$ cat src/tprm_pkg.sv
// Package with the shared types and constants of the peak rate meter.
package tprm_pkg;
   localparam int CHANNELS = 16;
   localparam int CH_W = 4;
   localparam int GAP_W = 64;
   localparam int NUM_W = 22;
   localparam logic [31:0] RESET_THRESHOLD = 32'd3221225469;
   localparam logic [5:0] SECONDS_PER_MINUTE = 6'd60;
   localparam logic CSR_THRESHOLD = 1'b0;
   localparam logic CSR_RATE = 1'b1;

   typedef struct packed {
      logic [3:0] channel_index;
      logic [31:0] sample_value;
      logic narrow_sample;
   } req_type;

   typedef struct packed {
      logic [3:0] result_channel;
      logic [21:0] beats_per_minute;
      logic zero_gap_error;
   } rsp_type;

   typedef struct packed {
      logic [CH_W-1:0] channel;
      logic [GAP_W-1:0] gap;
   } job_type;

   typedef enum logic [1:0] {
      DIV_IDLE,
      DIV_RUN,
      DIV_DONE
   } div_state_type;
endpackage

$ cat src/tprm_queue.sv
// Two-entry queue between front end and divider.
module tprm_queue (
   input  logic clock,
   input  logic reset,
   input  logic in_valid,
   output logic in_ready,
   input  tprm_pkg::job_type in_data,
   output logic out_valid,
   input  logic out_ready,
   output tprm_pkg::job_type out_data
);
   tprm_pkg::job_type mem_ff [2];
   logic wp_ff, rp_ff;
   logic [1:0] cnt_ff;
   logic push, pop;

   assign in_ready = cnt_ff != 2'd2;
   assign out_valid = cnt_ff != 2'd0;
   assign out_data = mem_ff[rp_ff];
   assign push = in_valid && in_ready;
   assign pop = out_valid && out_ready;

   always_ff @(posedge clock) begin
      if (push) mem_ff[wp_ff] <= in_data;
   end

   always_ff @(posedge clock) begin
      if (reset) begin
         wp_ff <= 1'b0;
         rp_ff <= 1'b0;
         cnt_ff <= 2'd0;
      end else begin
         if (push) wp_ff <= !wp_ff;
         if (pop) rp_ff <= !rp_ff;
         cnt_ff <= cnt_ff + {1'b0, push} - {1'b0, pop};
      end
   end
endmodule

$ cat config.mk
export PLATFORM = sky130hd
export DESIGN_NAME = tprm_queue
export DESIGN_NICKNAME = d
export VERILOG_FILES = /design/src/tprm_pkg.sv /design/src/tprm_queue.sv
export SDC_FILE = /design/constraint.sdc
export NUM_CORES = 1
export LEC_CHECK = 0
export BUFFER_PORTS_ARGS = -buffer_cell sky130_fd_sc_hd__clkbuf_2
export CAP_MARGIN = 0
export CORE_ASPECT_RATIO = 1.25
export CORE_MARGIN = 2
export CORE_UTILIZATION = 50
export DETAILED_ROUTE_END_ITERATION = 8
export GPL_ROUTABILITY_DRIVEN = 0
export PLACE_DENSITY = 0.77
export RECOVER_POWER = 100
export SYNTH_ARGS = -nofsm -noshare
export SYNTH_HDL_FRONTEND = slang
export SYNTH_SLANG_ARGS = --single-unit
$ cat constraint.sdc
create_clock -name clock -period 3.1 [get_ports clock]
set_input_delay 0.155 -clock clock [delete_from_list [all_inputs] [get_ports clock]]
set_output_delay 0.155 -clock clock [all_outputs]
set_load 0.05 [all_outputs]
==> impl_metrics.py <==
metrics = {
    "timing": {
        "skew_ps": 5.30,
        "period_share_pct": 77.7,
        "slew_violations": 69,
        "fmax_mhz": 415,
        "worstMarginPinSlew_ps": 1600,
        "hold_viol": 0,
        "setup_viol": 0,
        "maxSlewHeadroom_pct": -6.43,
        "fin_crit_ps": 2410,
        "finalSetupTns_ps": 0,
        "rsz0062_at_grt": "false",
    },
    "cts": {
        "path_clk_slew_ps": 50,
        "h-tree-depth": 4,
        "tritoncts": "yes",
        "clk_latency_ps": 410,
        "cts.sinks": 141,
        "cts_inserted_buffers": 17,
        "cts_root_buffer": "clkbuf_16",
        "cts_setup_buffers": 0,
        "cts_buffer_depth": 2,
    },
    "die": {
        "die_w_um": 95.7,
        "die_area_um2": 11300,
        "num_rows": 41,
        "start_util_pct": 51.7,
        "fp.dieH_um": 119,
        "core_area_um2": 10200,
        "io_pins": 142,
    },
    "synth": {
        "yosys.cell_types.count": 24,
        "yosysWarnings": 0,
        "yosysTopAreaCellShare_pct": 77.8,
        "avgSynthCellArea_um2": 21.8,
        "synth.most_common_cell": "edfxtp_1",
        "synthTopCellsByArea": "edfxtp_1, mux2_2, mux2_4, dfxtp_1, buf_6",
        "ys_ff_latch": 141,
        "yosys-top-cells-count": "edfxtp_1, mux2_2, mux2_4",
        "syn_nets": 314,
        "synth_edf_count": 136,
        "ys_seq_area_share_pct": 79.7,
        "synthArstFlopShare_pct": 0,
        "syn_inst": 241,
        "synth_largest_area_cell": "edfxtp_1",
        "synth_ff_type": "edfxtp_1",
        "netlist_area_um2": 5250,
    },
    "place": {
        "placed_cells": 505,
        "port_buffers": 141,
        "dp_hpwl_mm": 5.46,
        "dpl_cell_area_um2": 6080,
    },
    "routing": {
        "viasPerCell": 4.91,
        "drtIter0Drc": 213,
        "wl_mm": 9.69,
        "vias": 2973,
        "ant_nets": 0,
        "first_pass_iters": 4,
        "wl_per_cell_um": 16.0,
        "drc": 0,
    },
    "layout": {
        "n_antenna_cell": 0,
        "num-nets-final": 537,
        "fillers": 673,
        "syn_to_final_growth_pct": 38.3,
        "multiInputGateArea_um2": 998,
        "design_area_um2": 7260,
        "layout-drive-gt1-share_pct": 26.5,
        "final-seq-area_um2": 4190,
        "layout.cells.non_filler": 605,
    },
    "critical_path": {
        "slowest_stage": "dfxtp_4",
        "r2r_slack_ps": 740,
        "crit_buf_inv": 1,
        "r2r_cells": 2,
        "max_stage_delay_ps": 1020,
        "crit_chain": "mux2_2 -> clkbuf_1",
        "path_class": "reg2out",
        "end_kind": "primary output",
        "path_delay_family": "flip-flops",
        "crit_path_max_fanout": 68,
        "timing.rr.start": "cnt_ff[0]$_SDFF_PP0_",
        "crit_cells": 2,
        "startpoint_type": "flop",
        "cp.required_ps": 2940,
        "worstReg2RegEnd": "mem_ff[1][50]$_DFFE_PP_",
        "critPathArrivalTime_ps": 2250,
    },
    "outcome": {
        "status": "finished, violations left",
        "violations": "max-capacitance violations, max-slew violations",
    },
    "flow_run": {
        "drv_cap": 1,
    },
    "min_path": {
        "hold_path_depth": 3,
        "hp-class": "in2reg",
        "holdPathEnd": "wp_ff$_SDFFE_PP0P_",
        "min_from": "in_valid",
    },
    "global_route": {
        "antenna_found_initial": 0,
        "grt_max_degree": 69,
        "grt_pass1_vias": 3167,
        "grt_pass1_wl_mm": 14.8,
        "grt_use_total_pct": 17.8,
        "overflow": 0,
    },
    "power_and_ir_drop": {
        "pwr_density_cell_nw_per_um2": 866,
        "leakage_uw": 0.00254,
        "vdd_drop_max_mv": 0.645,
    },
}
-- what timing repair did --
item,CTS,global route
hold buffers,69,0
endpoints found under the setup margin,0,0
hold endpoints to repair,141,0
resized for setup,0,0
-- cell type report --
| class | count | area share (%) |
|---|---|---|
| timing repair buffer | 212 | 17.3 |
| clock inverter | 13 | 3.05 |
| sequential | 141 | 57.7 |
| clock buffer | 18 | 5.91 |
| inverter | 1 | 0.0517 |
| tap | 129 | 2.22 |
| multi-input combinational | 91 | 13.8 |
-- through the flow --
step | setup slack, ps | power, uW | utilization, % | hold WS (ps)
CTS | 774 | 6400 | 73.0 | 146
floorplan | 44.3 | 3800 | - | 224
detailed placement | 1210 | 4120 | 59.8 | 348
finish | 690 | 6290 | 71.5 | 138
global route | 550 | 6500 | 71.5 | 165
global placement | 1210 | 4090 | 59.8 | 344
-- per-layer routing --
layer | part of all wire (%) | up-vias | global-route usage, % | wire length (um)
li1 | - | 1401 | - | -
met1 | 37 | 1450 | 18.2 | 3620
met2 | 55 | 106 | 32.3 | 5320
met3 | 6.2 | 16 | 6.44 | 600
met4 | 1.5 | 0 | 6.52 | 147
met5 | 0 | - | 0 | 0
-- state kept, by name, indices dropped and copies added (netlist names), named ones only --
name    cells
cnt_ff      2
mem_ff    136
rp_ff       1
wp_ff       1
-- report_power, final --
| part | switching, uW | internal, uW |
|---|---|---|
| combinational | 1120 | 478 |
| sequential | 158 | 2320 |
| clock | 715 | 1500 |
-- cell families (layout without fill, tap and decap cells) --
| group | Yosys count | in the layout | share of synthesized area, % |
|---|---|---|---|
| adder cells (fa/ha/maj) | 1 | 1 | 0.238 |
| buffers and inverters | 9 | 244 | 1.31 |
| multiplexers | 68 | 68 | 16.0 |
| AND/OR/NAND/NOR | 15 | 15 | 1.74 |
| XOR/XNOR | 1 | 1 | 0.167 |
| flip-flops | 141 | 141 | 79.7 |
| AO/OA/AOI/OAI | 6 | 6 | 0.834 |
-- worst max path at each step --
| stage | startpoint | endpoint | slack [ps] |
|---|---|---|---|
| 2_1_floorplan | cnt_ff[0]$_SDFF_PP0_ | mem_ff[1][0]$_DFFE_PP_ | 40 |
| 3_3_place_gp | flop | out_data[44] | 1210 |
| 3_5_place_dp | cnt_ff[0]$_SDFF_PP0_ | mem_ff[1][52]$_DFFE_PP_ | 1210 |
| 4_1_cts | flop | out_data[44] | 770 |
| 5_1_grt | cnt_ff[0]$_SDFF_PP0_ | mem_ff[1][45]$_DFFE_PP_ | 550 |
| 6_report | flop | out_data[44] | 690 |
-- cell usage in the layout, fill, tap and decap left out, types with 2 or more instances in the layout --
| cell | Yosys | final |
|---|---|---|
| clkbuf_16 | 0 | 17 |
| o21ai_0 | 2 | 2 |
| clkinv_4 | 0 | 2 |
| dlygate4sd3_1 | 0 | 69 |
| nor2b_1 | 2 | 2 |
| nor2_1 | 4 | 4 |
| mux2_2 | 48 | 48 |
| mux2_4 | 20 | 20 |
| clkinv_1 | 0 | 4 |
| bufinv_16 | 0 | 6 |
| edfxtp_1 | 136 | 136 |
| clkbuf_1 | 0 | 119 |
| dfxtp_1 | 5 | 4 |
| clkbuf_2 | 0 | 25 |
-- worst reg2reg max path: cells and delay by family, from the launching register on --
kind | cells | cell delay, ps
AND/OR/NAND/NOR | 2 | 1440
flip-flops | 1 | 420
(Power assumes the default switching activity.)
