`src/tprm_pkg.sv`:
```
// Package with the shared types and constants of the peak rate meter.
package tprm_pkg;
   localparam int CHANNELS = 16;
   localparam int CH_W = 4;
   localparam int GAP_W = 64;
   localparam int NUM_W = 22;
   localparam logic [31:0] RESET_THRESHOLD = 32'd3221225469;
   localparam logic [5:0] SECONDS_PER_MINUTE = 6'd60;
   localparam logic CSR_THRESHOLD = 1'b0;
   localparam logic CSR_RATE = 1'b1;

   typedef struct packed {
      logic [3:0] channel_index;
      logic [31:0] sample_value;
      logic narrow_sample;
   } req_type;

   typedef struct packed {
      logic [3:0] result_channel;
      logic [21:0] beats_per_minute;
      logic zero_gap_error;
   } rsp_type;

   typedef struct packed {
      logic [CH_W-1:0] channel;
      logic [GAP_W-1:0] gap;
   } job_type;

   typedef enum logic [1:0] {
      DIV_IDLE,
      DIV_RUN,
      DIV_DONE
   } div_state_type;
endpackage

```
`src/tprm_back.sv`:
```
// Back end: restoring divider computing the rate, with output register.
module tprm_back (
   input  logic clock,
   input  logic reset,
   input  logic job_valid,
   output logic job_ready,
   input  tprm_pkg::job_type job_data,
   input  logic [15:0] rate_hz,
   output logic rsp_valid,
   input  logic rsp_ready,
   output tprm_pkg::rsp_type rsp_data
);
   tprm_pkg::div_state_type state_ff, state_in;
   logic [21:0] quot_ff, quot_in;
   logic [63:0] rem_ff, rem_in;
   logic [63:0] gap_ff;
   logic [4:0] step_ff, step_in;
   logic [3:0] chan_ff;
   logic err_ff;
   logic [64:0] trial;
   logic [21:0] numer;

   assign numer = {6'd0, rate_hz} * {16'd0, tprm_pkg::SECONDS_PER_MINUTE};
   assign trial = {rem_ff, quot_ff[21]} - {1'b0, gap_ff};

   always_comb begin
      state_in = state_ff;
      unique case (state_ff)
         tprm_pkg::DIV_IDLE: if (job_valid) state_in = tprm_pkg::DIV_RUN;
         tprm_pkg::DIV_RUN: if (step_ff == 5'd21) state_in = tprm_pkg::DIV_DONE;
         tprm_pkg::DIV_DONE: if (rsp_ready) state_in = tprm_pkg::DIV_IDLE;
         default: state_in = tprm_pkg::DIV_IDLE;
      endcase
   end

   always_comb begin
      job_ready = 1'b0;
      rsp_valid = 1'b0;
      quot_in = quot_ff;
      rem_in = rem_ff;
      step_in = step_ff;
      unique case (state_ff)
         tprm_pkg::DIV_IDLE: begin
            job_ready = 1'b1;
            quot_in = numer;
            rem_in = '0;
            step_in = '0;
         end
         tprm_pkg::DIV_RUN: begin
            step_in = step_ff + 5'd1;
            if (!trial[64]) begin
               rem_in = trial[63:0];
               quot_in = {quot_ff[20:0], 1'b1};
            end else begin
               rem_in = {rem_ff[62:0], quot_ff[21]};
               quot_in = {quot_ff[20:0], 1'b0};
            end
         end
         tprm_pkg::DIV_DONE: rsp_valid = 1'b1;
         default: ;
      endcase
   end

   assign rsp_data.result_channel = chan_ff;
   assign rsp_data.beats_per_minute = err_ff ? 22'd0 : quot_ff;
   assign rsp_data.zero_gap_error = err_ff;

   always_ff @(posedge clock) begin
      if (reset) state_ff <= tprm_pkg::DIV_IDLE;
      else state_ff <= state_in;
      quot_ff <= quot_in;
      rem_ff <= rem_in;
      step_ff <= step_in;
      if (state_ff == tprm_pkg::DIV_IDLE && job_valid) begin
         gap_ff <= job_data.gap;
         chan_ff <= job_data.channel;
         err_ff <= job_data.gap == 64'd0;
      end
   end
endmodule

```
`config.mk`:
```
export PLATFORM = sky130hd
export DESIGN_NAME = tprm_back
export DESIGN_NICKNAME = d
export VERILOG_FILES = /design/src/tprm_pkg.sv /design/src/tprm_back.sv
export SDC_FILE = /design/constraint.sdc
export NUM_CORES = 1
export LEC_CHECK = 0
export BUFFER_PORTS_ARGS = -buffer_cell sky130_fd_sc_hd__buf_2
export CAP_MARGIN = 20
export CORE_MARGIN = 2
export CORE_UTILIZATION = 55
export DETAILED_ROUTE_END_ITERATION = 10
export MAX_ROUTING_LAYER = met4
export PLACE_DENSITY = 0.78
export REMOVE_ABC_BUFFERS = 1
export SETUP_SLACK_MARGIN = 0.02
export SLEW_MARGIN = 20
export SYNTH_ARGS = -nofsm -noshare
export SYNTH_HDL_FRONTEND = slang
export SYNTH_SLANG_ARGS = --single-unit
```
`constraint.sdc`:
```
create_clock -name clock -period 3.6 [get_ports clock]
set_clock_uncertainty 0.1 [all_clocks]
set_input_delay 0.36 -clock clock [delete_from_list [all_inputs] [get_ports clock]]
set_output_delay 0.36 -clock clock [all_outputs]
set_load 0.005 [all_outputs]
```
==> summary by stage <==
Worst hold path
The worst hold-check path type is in -> reg. In this run the most critical hold path is launched from job_data[29].

Worst setup path
The critical path data arrival time is 3.71 ns. The sum of buffers and inverters on the critical path is 1. The worst setup path is launched from a register. The most critical setup path has its startpoint at rem_ff[17]. The worst register-to-register path begins at rem_ff[17].

The kind of cell with the highest combined delay along the critical path is compound AO/OA/AOI/OAI gates. The worst setup path is captured at a register. Of all nets on the critical path, the largest fanout is 4. In this design, the stage delay of the slowest critical-path cell is around 0.45 ns. The critical path goes through ha_1 -> nand2_1 -> or3_1 -> or3_1 -> o21a_1 -> o21ai_2 -> a31oi_1 -> o41ai_2 -> buf_4 -> mux2i_1 -> nand2_1. The critical path is of the reg -> reg type.

The cell at the slowest stage of the critical path is sky130_fd_sc_hd__edfxtp_1. The critical path required time is ~3.7 ns.

Status
The run finished, with violations left. The checks that failed: negative setup slack.

Die
The floorplan step defined a die boundary enclosing 23030 um^2. The die is 151.8 um wide. The number of placement rows is 54. The floorplan step set the die height to between 150 and 200 um. The initial core utilization is 0.5554. The total area inside the core boundary comes to 21620 um^2.

The total I/O pin count is 117.

Synthesis
The area share of the largest cell type after synthesis is 0.4001. The number of unique standard cell types used by synthesis is 63. The largest total area in the synthesized netlist belongs to sky130_fd_sc_hd__edfxtp_1. The flip-flop cell with the highest count after synthesis is sky130_fd_sc_hd__edfxtp_1. The post-synthesis async set-or-reset flop share is 0. The netlist area before placement is 12010 um^2.

The average size of a mapped cell is 9.346 um^2. Synthesis handed over a netlist of 1285 instances. For this run, the register share of the synthesized area comes to 0.4034. The count of flip-flops with a built-in enable after synthesis is 160. The number of storage elements in the synthesis netlist is approximately 160. Sorting the synthesized cells by area gives the leading types as sky130_fd_sc_hd__edfxtp_1 (40%), sky130_fd_sc_hd__ha_1 (9.3%), sky130_fd_sc_hd__a21oi_1 (6.0%), sky130_fd_sc_hd__fa_1 (5.0%), sky130_fd_sc_hd__inv_1 (4.4%).

During synthesis, Yosys emitted a total of 0 warnings.

Drt
Dividing the detail-routed wire length by the instance count gives roughly 17 um. The final route contains 10412 vias. The per-cell via count in the routed design is 5.778. The count of nets left with antenna violations once routing finished came out at 0. For this block, the initial DRC count from the detailed router was 812. After detailed routing, the number of remaining DRC violations is 0. The pre-antenna-repair detailed-routing pass consisted of 5 iterations.

The overall routed net length is about 31000 um.

Global routing
The total global-route track usage is 0.2832. The first-pass GRT wire length is 49150 um. The initial antenna violation count is 5. The remaining global-route overflow is 0. Entering global routing, the biggest net connects 70 pins. The via count of the first global-routing pass was about 10000.

Layout
In the layout the commonest cells are sky130_fd_sc_hd__edfxtp_1 (160), sky130_fd_sc_hd__inv_1 (137), sky130_fd_sc_hd__a21oi_1 (131). The library cell used most frequently in the layout, excluding fill and tap cells, is sky130_fd_sc_hd__edfxtp_1. The fill cell instance count of the final layout is around 1600.

The count of nets after finishing is 1710. The relative area change from synthesis to final layout is 22.90%. The final cell area excluding filler cells is around 15000 um^2. The share of final-layout standard cells stronger than drive strength 1 is 0.2243.

STA
Setup repair after global routing could not meet its margin everywhere. Of the available clock period, the critical path in the final layout requires 1.003. The actual transition at the worst max-transition pin is 0.9860 ns. The final-report setup violation count is 1. The final critical-path required period is 3.611 ns.

The final count of hold timing violations was 0. The final worst-path setup slack is -0.01053 ns. The maximum clock frequency is 277.0 MHz. The final-report max-slew violation count was 0.

The setup TNS is -0.01053 ns. The hold slack is 0.005863 ns. The worst pin sits at a relative slew slack of 0.3426.

Clock tree
Clock latency on the worst-skew pair, taken at its later pin, is 0.44 ns. The clock-pin slew on the worst setup and hold paths is roughly 0.070 ns. CTS built an H-tree with a depth of 4. The number of buffers added by the clock tree synthesis step is 17. The CTS tree is done. For this design, the sink count on the clock tree is 162. The root buffer cell chosen for the clock tree is sky130_fd_sc_hd__clkbuf_16. The number of buffers between clock root and the deepest sink is 2.

Power
For this design the ratio of total power to cell area is 384.9 nW/um^2. The analysis attributes to cell leakage a power of 6.595 nW. VDD sags by at most 0.2497 mV.

Placed design
The count of buffers added on input and output ports is around 120. The weighted congestion at the end of routability-driven global placement is 0.9197. The wire-length estimate of the detail-placed layout is 22520 um. The worst slack at placement is -0.5077 ns. Summing all placed instances gives a cell area of 13620 um^2.

Flow run
The max capacitance violation total is 0.
[report_power, final]
| group | switching (W) | internal [W] | leakage (nW) | total [W] |
|---|---|---|---|---|
| clock network | 0.000826 | 0.00111 | 0.301 | 0.00194 |
| registers | 0.0000772 | 0.00225 | 1.76 | 0.00233 |
| logic | 0.000724 | 0.000687 | 4.53 | 0.00141 |
[routing by layer]
metal	global-route usage	up-vias	part of all wire	routed length, um
met5	-	-	0	0
met4	0.1185	0	0.031	969
met3	0.05808	69	0.067	2097
met2	0.4572	386	0.48	14900
met1	0.3484	4942	0.43	13290
li1	-	5015	-	-
[sequential cells by signal (all words and copies together) (netlist names)]
| register | count |
|---|---|
| err_ff | 1 |
| state_ff | 2 |
| rem_ff | 64 |
| gap_ff | 64 |
| step_ff | 5 |
| chan_ff | 4 |
| quot_ff | 22 |
[repair_timing]
item | 4_1_cts | 5_1_grt
setup endpoints to repair | 68 | 69
hold buffers | 10 | 0
pin swaps | 12 | 15
endpoints found under the hold margin | 10 | 0
gates resized for setup | 32 | 43
cloned | 1 | 0
buffers inserted | 9 | 4
[final timing paths]
| check | endpoint | slack [ns] | cells after the start |
|---|---|---|---|
| worst max-delay path | rem_ff[61] | -0.01 | 11 |
| worst min register to register | quot_ff[6] | 0.45 | 2 |
| worst min-delay path | gap_ff[29] | 0.006 | 1 |
| worst max register to register | rem_ff[61] | -0.01 | 11 |
[kinds of logic (layout without fill, tap and decap cells)]
logic type      after synthesis  count (layout)  share of synthesized area
compound gates              325             325                     0.1670
xor+xnor                     74              74                    0.05397
fa+ha+maj                   119             119                     0.1427
buf+inv                     198             429                    0.06595
flops                       162             162                     0.4034
mux                          16              16                    0.01334
other cells                   0               6                          0
simple gates                391             391                     0.1536
[stage by stage]
stage,std cells,total power (W),utilization
after global placement,1743,0.003629,0.6298
after global routing,1801,0.005940,0.6825
after floorplan,1227,0.003172,-
after detailed placement,1743,0.003677,0.6298
after CTS,1793,0.005646,0.6745
final,1802,0.005681,0.6826
[synthesized netlist by cell type, types with 3 or more instances]
master and count:
sky130_fd_sc_hd__buf_2 3, sky130_fd_sc_hd__o21ai_0 56, sky130_fd_sc_hd__buf_4 8, sky130_fd_sc_hd__o21a_1 11, sky130_fd_sc_hd__nor3_1 17, sky130_fd_sc_hd__a21o_1 26
sky130_fd_sc_hd__nor2_1 130, sky130_fd_sc_hd__and3_1 6, sky130_fd_sc_hd__o31ai_1 3, sky130_fd_sc_hd__a211oi_1 5, sky130_fd_sc_hd__a211o_1 3, sky130_fd_sc_hd__nand3_1 23
sky130_fd_sc_hd__nand4_1 30, sky130_fd_sc_hd__o21ai_1 8, sky130_fd_sc_hd__xor2_1 31, sky130_fd_sc_hd__o211ai_1 5, sky130_fd_sc_hd__nor4_1 21, sky130_fd_sc_hd__a31oi_1 12
sky130_fd_sc_hd__and2_1 5, sky130_fd_sc_hd__edfxtp_1 160, sky130_fd_sc_hd__o21bai_1 18, sky130_fd_sc_hd__ha_1 89, sky130_fd_sc_hd__nor2b_1 29, sky130_fd_sc_hd__a21oi_1 145
sky130_fd_sc_hd__o31a_1 3, sky130_fd_sc_hd__o211a_1 3, sky130_fd_sc_hd__inv_1 140, sky130_fd_sc_hd__or3_1 7, sky130_fd_sc_hd__a221oi_1 3, sky130_fd_sc_hd__nand2_1 101
sky130_fd_sc_hd__mux2i_1 16, sky130_fd_sc_hd__clkbuf_1 45, sky130_fd_sc_hd__or4_1 7, sky130_fd_sc_hd__nand2b_1 7, sky130_fd_sc_hd__fa_1 30, sky130_fd_sc_hd__xnor2_1 43
[cell type report]
| type | count | area, um^2 | share of cell area |
|---|---|---|---|
| Clock inverter | 15 | 190.2 | 0.01289 |
| Tap cell | 280 | 350.3 | 0.02374 |
| Antenna cell | 6 | 15.01 | 0.001017 |
| Clock buffer | 17 | 425.4 | 0.02882 |
| Timing Repair Buffer | 257 | 1757 | 0.1190 |
| Inverter | 140 | 526.8 | 0.03569 |
| Sequential cell | 162 | 4845 | 0.3282 |
| Multi-Input combinational cell | 925 | 6650 | 0.4506 |
No activity file was read; power rests on OpenSTA's default activity.
